File: config.mk
export PLATFORM = sky130hd
export DESIGN_NAME = affq_digit_pipe
export DESIGN_NICKNAME = d
export VERILOG_FILES = /design/src/sv/assert_macros.svh /design/src/sv/affq_pkg.sv /design/src/sv/affq_digit_pipe.sv
export SDC_FILE = /design/constraint.sdc
export NUM_CORES = 2
export LEC_CHECK = 0
export BUFFER_PORTS_ARGS = -buffer_cell sky130_fd_sc_hd__buf_2
export CAP_MARGIN = 25
export CORE_MARGIN = 3
export CORE_UTILIZATION = 45
export DETAILED_ROUTE_END_ITERATION = 10
export SETUP_SLACK_MARGIN = 0.15
export SLEW_MARGIN = 10
export SYNTH_ARGS = -nofsm -noshare
export SYNTH_HDL_FRONTEND = slang
export SYNTH_SLANG_ARGS = --single-unit
File: constraint.sdc
create_clock -name clk_i -period 4.4 [get_ports clk_i]
set_input_delay 0.44 -clock clk_i [delete_from_list [all_inputs] [get_ports clk_i]]
set_output_delay 0.44 -clock clk_i [all_outputs]
set_load 0.01 [all_outputs]
File: src/sv/assert_macros.svh
// Assertion macros used by the top-level RTL file.
`ifndef ASSERT_MACROS_SVH
`define ASSERT_MACROS_SVH

// Same-cycle implication, disabled during reset
`define AFFQ_ASSERT_IMP(label, clk, rst_n, ante, cons) \
  label: assert property (@(posedge clk) disable iff (!rst_n) (ante) |-> (cons)) \
    else $error("assertion failed");

// Next-cycle implication, disabled during reset
`define AFFQ_ASSERT_NXT(label, clk, rst_n, ante, cons) \
  label: assert property (@(posedge clk) disable iff (!rst_n) (ante) |=> (cons)) \
    else $error("assertion failed");

`endif

File: src/sv/affq_pkg.sv
// Types and constants of the affine matrix to TRS quaternion block.
`timescale 1ns / 1ps

package affq_pkg;

  // Register stages of one square root or one divide unit
  localparam int unsigned UNIT_LAT = 32;
  // Radicand and dividend width inside the digit units
  localparam int unsigned RAD_W = 64;

  // 1.0 in Q2.30
  localparam logic signed [31:0] Q30_ONE = 32'sh4000_0000;

  typedef enum logic {
    MODE_SQRT,
    MODE_DIV
  } unit_mode_e;

  // Which quaternion component comes from the root directly
  typedef enum logic [1:0] {
    BR_W,
    BR_X,
    BR_Y,
    BR_Z
  } branch_e;

  typedef struct packed {
    logic signed [31:0] basis_x_x;
    logic signed [31:0] basis_x_y;
    logic signed [31:0] basis_x_z;
    logic signed [31:0] basis_y_x;
    logic signed [31:0] basis_y_y;
    logic signed [31:0] basis_y_z;
    logic signed [31:0] basis_z_x;
    logic signed [31:0] basis_z_y;
    logic signed [31:0] basis_z_z;
    logic signed [31:0] offset_x;
    logic signed [31:0] offset_y;
    logic signed [31:0] offset_z;
  } trs_in_t;

  typedef struct packed {
    logic signed [31:0] translation_x;
    logic signed [31:0] translation_y;
    logic signed [31:0] translation_z;
    logic [30:0]        scale_x;
    logic [30:0]        scale_y;
    logic [30:0]        scale_z;
    logic signed [31:0] quat_x;
    logic signed [31:0] quat_y;
    logic signed [31:0] quat_z;
    logic signed [31:0] quat_w;
    logic               rotation_valid;
  } trs_out_t;

endpackage

File: src/sv/affq_digit_pipe.sv
// Pipelined one-bit-per-stage integer square root or Q30 fractional divider.
`timescale 1ns / 1ps

module affq_digit_pipe import affq_pkg::*; #(
  parameter unit_mode_e MODE = MODE_SQRT
) (
  input  logic             clk_i,
  input  logic             en_i,
  input  logic [RAD_W-1:0] a_i,
  input  logic [32:0]      b_i,
  output logic [31:0]      q_o
);

  if (MODE == MODE_SQRT) begin : g_sqrt
    // floor(sqrt(a)), one result bit per stage
    logic [RAD_W-1:0] rem_q [UNIT_LAT];
    logic [RAD_W-1:0] res_q [UNIT_LAT];
    logic [RAD_W-1:0] rem_in [UNIT_LAT];
    logic [RAD_W-1:0] res_in [UNIT_LAT];
    logic [RAD_W-1:0] rem_d [UNIT_LAT];
    logic [RAD_W-1:0] res_d [UNIT_LAT];

    always_comb begin
      logic [RAD_W-1:0] bitv;
      logic [RAD_W-1:0] trial;
      rem_in[0] = a_i;
      res_in[0] = '0;
      for (int s = 1; s < UNIT_LAT; s++) begin
        rem_in[s] = rem_q[s-1];
        res_in[s] = res_q[s-1];
      end
      for (int s = 0; s < UNIT_LAT; s++) begin
        bitv  = {{(RAD_W-1){1'b0}}, 1'b1} << (RAD_W - 2 - 2 * s);
        trial = res_in[s] + bitv;
        if (rem_in[s] >= trial) begin
          rem_d[s] = rem_in[s] - trial;
          res_d[s] = (res_in[s] >> 1) + bitv;
        end else begin
          rem_d[s] = rem_in[s];
          res_d[s] = res_in[s] >> 1;
        end
      end
    end

    always_ff @(posedge clk_i) begin
      if (en_i) begin
        for (int s = 0; s < UNIT_LAT; s++) begin
          rem_q[s] <= rem_d[s];
          res_q[s] <= res_d[s];
        end
      end
    end

    assign q_o = res_q[UNIT_LAT-1][31:0];

  end else begin : g_div
    // trunc(a / b) with a = num * 2^30, clamped to 2^30, zero divisor gives 0
    logic [RAD_W-1:0] rem_q [UNIT_LAT];
    logic [32:0]      den_q [UNIT_LAT];
    logic [30:0]      quo_q [UNIT_LAT];
    logic [UNIT_LAT-1:0] ovf_q;
    logic [UNIT_LAT-1:0] zero_q;
    logic [RAD_W-1:0] rem_d [UNIT_LAT];
    logic [30:0]      quo_d [UNIT_LAT];

    always_comb begin
      logic [RAD_W-1:0] trial;
      rem_d[0] = a_i;
      quo_d[0] = '0;
      for (int s = 1; s < UNIT_LAT; s++) begin
        trial    = {{(RAD_W-33){1'b0}}, den_q[s-1]} << (UNIT_LAT - 1 - s);
        rem_d[s] = rem_q[s-1];
        quo_d[s] = quo_q[s-1];
        if (rem_q[s-1] >= trial) begin
          rem_d[s] = rem_q[s-1] - trial;
          quo_d[s][UNIT_LAT-1-s] = 1'b1;
        end
      end
    end

    always_ff @(posedge clk_i) begin
      if (en_i) begin
        den_q[0]  <= b_i;
        ovf_q[0]  <= (a_i[RAD_W-1:31] >= b_i);
        zero_q[0] <= (b_i == '0);
        for (int s = 0; s < UNIT_LAT; s++) begin
          rem_q[s] <= rem_d[s];
          quo_q[s] <= quo_d[s];
        end
        for (int s = 1; s < UNIT_LAT; s++) begin
          den_q[s]  <= den_q[s-1];
          ovf_q[s]  <= ovf_q[s-1];
          zero_q[s] <= zero_q[s-1];
        end
      end
    end

    // Saturate at one; a zero divisor gives zero
    always_comb begin
      if (zero_q[UNIT_LAT-1]) begin
        q_o = '0;
      end else if (ovf_q[UNIT_LAT-1] || ({1'b0, quo_q[UNIT_LAT-1]} > Q30_ONE)) begin
        q_o = Q30_ONE;
      end else begin
        q_o = {1'b0, quo_q[UNIT_LAT-1]};
      end
    end
  end

endmodule
[Yosys cells after proc, flatten, opt, wreduce, memory -nomap -nowiden]
Memories as Yosys holds them, arrays and structs flattened.
Cells that the tools add are included.
Cells by class
  add/sub/neg operators: 94
  order comparisons: 32
  muxes and demuxes: 66
Operator list (number)
  64-bit 2-to-1 mux: 63
  64-bit >= comparator: 31
  64-bit subtractor: 31
  63-bit by 1-bit adder with 64-bit output, second input constant: 1
  63-bit by 11-bit adder with 64-bit output, second input constant: 1
  63-bit by 13-bit adder with 64-bit output, second input constant: 1
  63-bit by 15-bit adder with 64-bit output, second input constant: 1
  63-bit by 17-bit adder with 64-bit output, second input constant: 1
  63-bit by 19-bit adder with 64-bit output, second input constant: 1
  63-bit by 21-bit adder with 64-bit output, second input constant: 1
  63-bit by 23-bit adder with 64-bit output, second input constant: 1
  63-bit by 25-bit adder with 64-bit output, second input constant: 1
  63-bit by 27-bit adder with 64-bit output, second input constant: 1
  63-bit by 29-bit adder with 64-bit output, second input constant: 1
  63-bit by 3-bit adder with 64-bit output, second input constant: 1
  63-bit by 31-bit adder with 64-bit output, second input constant: 1
  63-bit by 33-bit adder with 64-bit output, second input constant: 1
  63-bit by 35-bit adder with 64-bit output, second input constant: 1
  63-bit by 37-bit adder with 64-bit output, second input constant: 1
  63-bit by 39-bit adder with 64-bit output, second input constant: 1
  63-bit by 41-bit adder with 64-bit output, second input constant: 1
  63-bit by 43-bit adder with 64-bit output, second input constant: 1
  63-bit by 45-bit adder with 64-bit output, second input constant: 1
  63-bit by 47-bit adder with 64-bit output, second input constant: 1
  45 further kinds: 46
Word-level totals
  memories: 2
  word-level logic and storage cells: 194
  input bits: 99
  register bits: 0
  memory bits (writable): 4096
Memory list
  g_sqrt.rem_q: depth 32, bits a word 64, read ports 31, clocked after memory_dff 0, wr ports 32, line affq_digit_pipe.sv:16  | logic [RAD_W-1:0] rem_q [UNIT_LAT];
  g_sqrt.res_q: depth 32, bits a word 64, read ports 32, clocked after memory_dff 0, wr ports 32, line affq_digit_pipe.sv:17  | logic [RAD_W-1:0] res_q [UNIT_LAT];

[Logic depth before layout (Yosys ltp)]
An unclocked memory read counts as a cell.
  depth after elaboration: 4
  gate-level depth with buffers: 15
  depth with buffers taken out: 12

[Least setup slack after synthesis]
Ideal clock, no wire load.
  path kind: flip-flop to flip-flop
  start: mem g_sqrt.rem_q[10][52], in the netlist g_sqrt.rem_q[0][692]
  end: mem g_sqrt.rem_q[11][43], in the netlist g_sqrt.rem_q[0][747] (data pin)
  cell stages (with the launch flop): 11
  path slack: 0.839 ns
  buffers on the path: 2
  data arrival time: 3.307 ns
  library setup time: 0.254 ns
  cell sequence: edfxtp_1 -> ha_1 -> or4_1 -> or4_1 -> or3_1 -> or3_1 -> or3_1 -> a211o_1 -> buf_6 -> buf_4 -> o21a_1
RTL lines (line)
  start: declaration: affq_digit_pipe.sv:16

==> results by group <==
Finish
  – Non-Filler Instances: 13870
  – Area occupied by multi-input gates: 0.04232 sq mm
  – Number of fill cells: 22570
  – Share of layout cells above drive strength 1: 8.067%
  – Register Area: 0.07543 sq mm
  – Final net count: 10790
  – Area grow syn2layout: 12.91%

STA
  – RSZ-0062 raised after global routing: false
  – Worst Hold Slack: 0.1343 ns
  – Period minus WS final: 4.121 ns
  – Final period util: 93.66%
  – Final setup fails: 0
  – Final slew viol count: 0
  – Rel. slew slack: 30.35%
  – Setup TNS Final: 0 ns
  – Actual slew at the worst max-slew pin: 1.045 ns
  – FMAX: 242.7 MHz
  – Final hold violation count: 0
  – Final Skew: 0.07839 ns

Min path
  – Hold Crit Class: input pin to flop
  – Worst hold start: en_i

GRT
  – Vias in the first global route: 75750
  – First-pass GRT wire length: 434100 microns
  – Global route overflow: 0
  – Initial antenna violation count: 4
  – Largest net degree at the start of global routing: 138
  – Total Routing Usage GR: 19.75%

Clock network
  – Root Buffer: clkbuf_16
  – Worst-Skew Late Latency: 0.88 ns
  – Clk sinks: 2512
  – CTS tree: done
  – CTS Buf Count: 280
  – Clk slew on worst S/H paths: 0.07 ns
  – # H-tree levels: 5
  – CTS Buffer Depth: 4

Route
  – Pre-Repair DR Iteration Count: 7
  – Routed length per instance: 20.22 microns
  – Starting DRC count in detailed routing: 6266
  – Average via count per standard cell: 5.589
  – Final antenna-violating net count: 0
  – DRC: 0
  – DR vias: 77530
  – Final wirelength: 280500 microns

Place
  – Detailed placement HPWL: 210500 microns
  – I/O Buffers: 97
  – Gpl congestion: 0.9292
  – Inst Count DP: 13320

Synth
  – Top cells by count, synth: 2512 x edfxtp_1, 685 x inv_1, 637 x nor2_1
  – Top post-synthesis cells by area: edfxtp_1 62%, ha_1 5.8%, xor2_1 3.3%
  – Post-synthesis cell area: 0.1211 sq mm
  – EDFF count, synth: 2512
  – Synth top area share: 62.28%
  – Top-count cell post-synth: edfxtp_1
  – Synth warnings: 0
  – Area leader, netlist: edfxtp_1
  – Syn nets: 10370
  – Register bit total from synthesis: 2512
  – Main synth FF type: edfxtp_1
  – Post-synthesis cell type count: 90
  – Post-synthesis sequential area ratio: 62.28%
  – Syn Inst Count: 9714
  – Post-synth ARST share: 0%
  – Average size of a mapped cell: 12.47 sq um

Worst setup path
  – CP Launch Type: flop
  – CP top delay family: simple AND/OR/NAND/NOR gates
  – Crit path capture type: flop
  – WS Path Type: flop to flop
  – Crit path cell chain: ha_1 > nand4_1 > nor4bb_1 > a41oi_1 > nand3_1 > or3_1 > nor2_2 > inv_2 > o41ai_1 > buf_4 > nor4_1 > xor2_1
  – Highest net fanout along the worst path: 8
  – Worst Path Buf+Inv: 2
  – CP Data Required Time: 4.96 ns
  – Slowest-stage cell, CP: nor4bb_1
  – Max stage delay on crit path: 0.68 ns
  – Worst R2R Setup Slack: 0.28 ns
  – Worst Path Arrival: 4.68 ns
  – Critical path startpoint: g_sqrt.rem_q[1][669]
  – R2r startpoint: g_sqrt.rem_q[1][669]

Floorplanning
  – Die X: 524.8 microns
  – Die footprint: 0.2754 sq mm
  – Initial core utilization: 45.44%
  – # rows: 189
  – Die H: 524.8 microns
  – I/O pin cnt: 131
  – Core Region: 0.2665 sq mm

Outcome
  – Status: finished, final reports clean

Job
  – Maxcap violations: 0

Power
  – Maximum vdd drop: 0.3622 mV
  – Cell Pwr Density: 519.9 mW/mm^2
  – Leakage power: 51.40 nW
==> per-stage QoR <==
| stage | setup WS, ns | utilization [%] | total power, mW | area [sq um] |
|---|---|---|---|---|
| 3_5_place_dp | 0.4383 | 47.66 | 48.24 | 127000 |
| 4_1_cts | 0.3701 | 51.31 | 71.69 | 136700 |
| 3_3_place_gp | 0.1861 | 47.65 | 47.98 | 127000 |
| 5_1_grt | 0.1766 | 51.31 | 74.73 | 136800 |
| 6_report | 0.2791 | 51.31 | 71.09 | 136800 |
| 2_1_floorplan | 0.8390 | - | 43.28 | 121100 |
==> placed cells by master (no fill, tap or decap), types with 74 or more instances in the layout <==
cell       instances
edfxtp_1        2512
inv_1            685
nor2_1           635
nand2_1          635
a21oi_1          598
ha_1             558
o21ai_0          473
xor2_1           451
xnor2_1          444
nor4_1           335
clkbuf_16        289
nor3_1           276
a21o_1           235
nand3_1          181
nand4_1          164
buf_4            141
nand2b_1         105
or3_1            100
buf_2             97
or4_1             92
mux2_2            75
o21a_1            74
==> sequential cells by signal, indices dropped and copies added (netlist names) <==
| name | cells |
|---|---|
| g_sqrt.rem_q | 1984 |
| g_sqrt.res_q | 528 |
==> logic make-up after synthesis <==
group	count (synthesis)	synth area share, %
muxes	86	0.7903
adders and majority gates	558	5.765
DFF	2512	62.28
AOI/OAI and AO/OA	1858	9.457
and+or+nand+nor	2910	12.41
buffers and inverters	895	2.819
xor gates and xnor gates	895	6.472
==> worst register-to-register path, stage by stage (launching register included) <==
cell and delay [ns]:
edfxtp_1 0.42, ha_1 0.46, nand4_1 0.29, nor4bb_1 0.68, a41oi_1 0.35, nand3_1 0.25, or3_1 0.20, nor2_2 0.06
inv_2 0.24, o41ai_1 0.20, buf_4 0.18, nor4_1 0.37, xor2_1 0.12
==> metal layers <==
layer | share of wire (%) | wire length (microns) | global-route usage (%)
met5 | 0 | 0 | 0
met1 | 44 | 124200 | 26.80
met4 | 2.6 | 7422 | 5.494
met2 | 48 | 134600 | 33.07
met3 | 5.1 | 14290 | 2.948
==> layout make-up <==
type / count / area share, %
timing repair buffer: 339 / 2.121
clock buffer: 344 / 5.439
tap: 3533 / 3.233
multi-input combinational: 6307 / 30.95
antenna: 1 / 0.001830
clock inverter: 146 / 1.201
inverter: 690 / 1.894
sequential: 2512 / 55.16
==> power breakdown <==
group          internal [mW]  switching (mW)  leakage, nW
combinational           6.24            8.88         22.8
clock                   13.8            9.28         4.43
sequential              30.5            2.41         24.2
==> worst paths after layout <==
| check | to | depth (start not counted) |
|---|---|---|
| worst max-delay path | g_sqrt.rem_q[1][764] | 12 |
| worst min-delay path | g_sqrt.rem_q[0][951] | 1 |
| worst max register to register | g_sqrt.rem_q[1][764] | 12 |
| worst min register to register | g_sqrt.rem_q[1][7] | 0 |
==> repair_timing <==
| action | in CTS | in global routing |
|---|---|---|
| hold buffers | 64 | 0 |
| resized for setup | 0 | 2 |
| endpoints found under the hold margin | 64 | 0 |
| setup buffers | 0 | 0 |
| setup endpoints to repair | 0 | 24 |
Note: power is estimated with default switching activity, not from simulation.
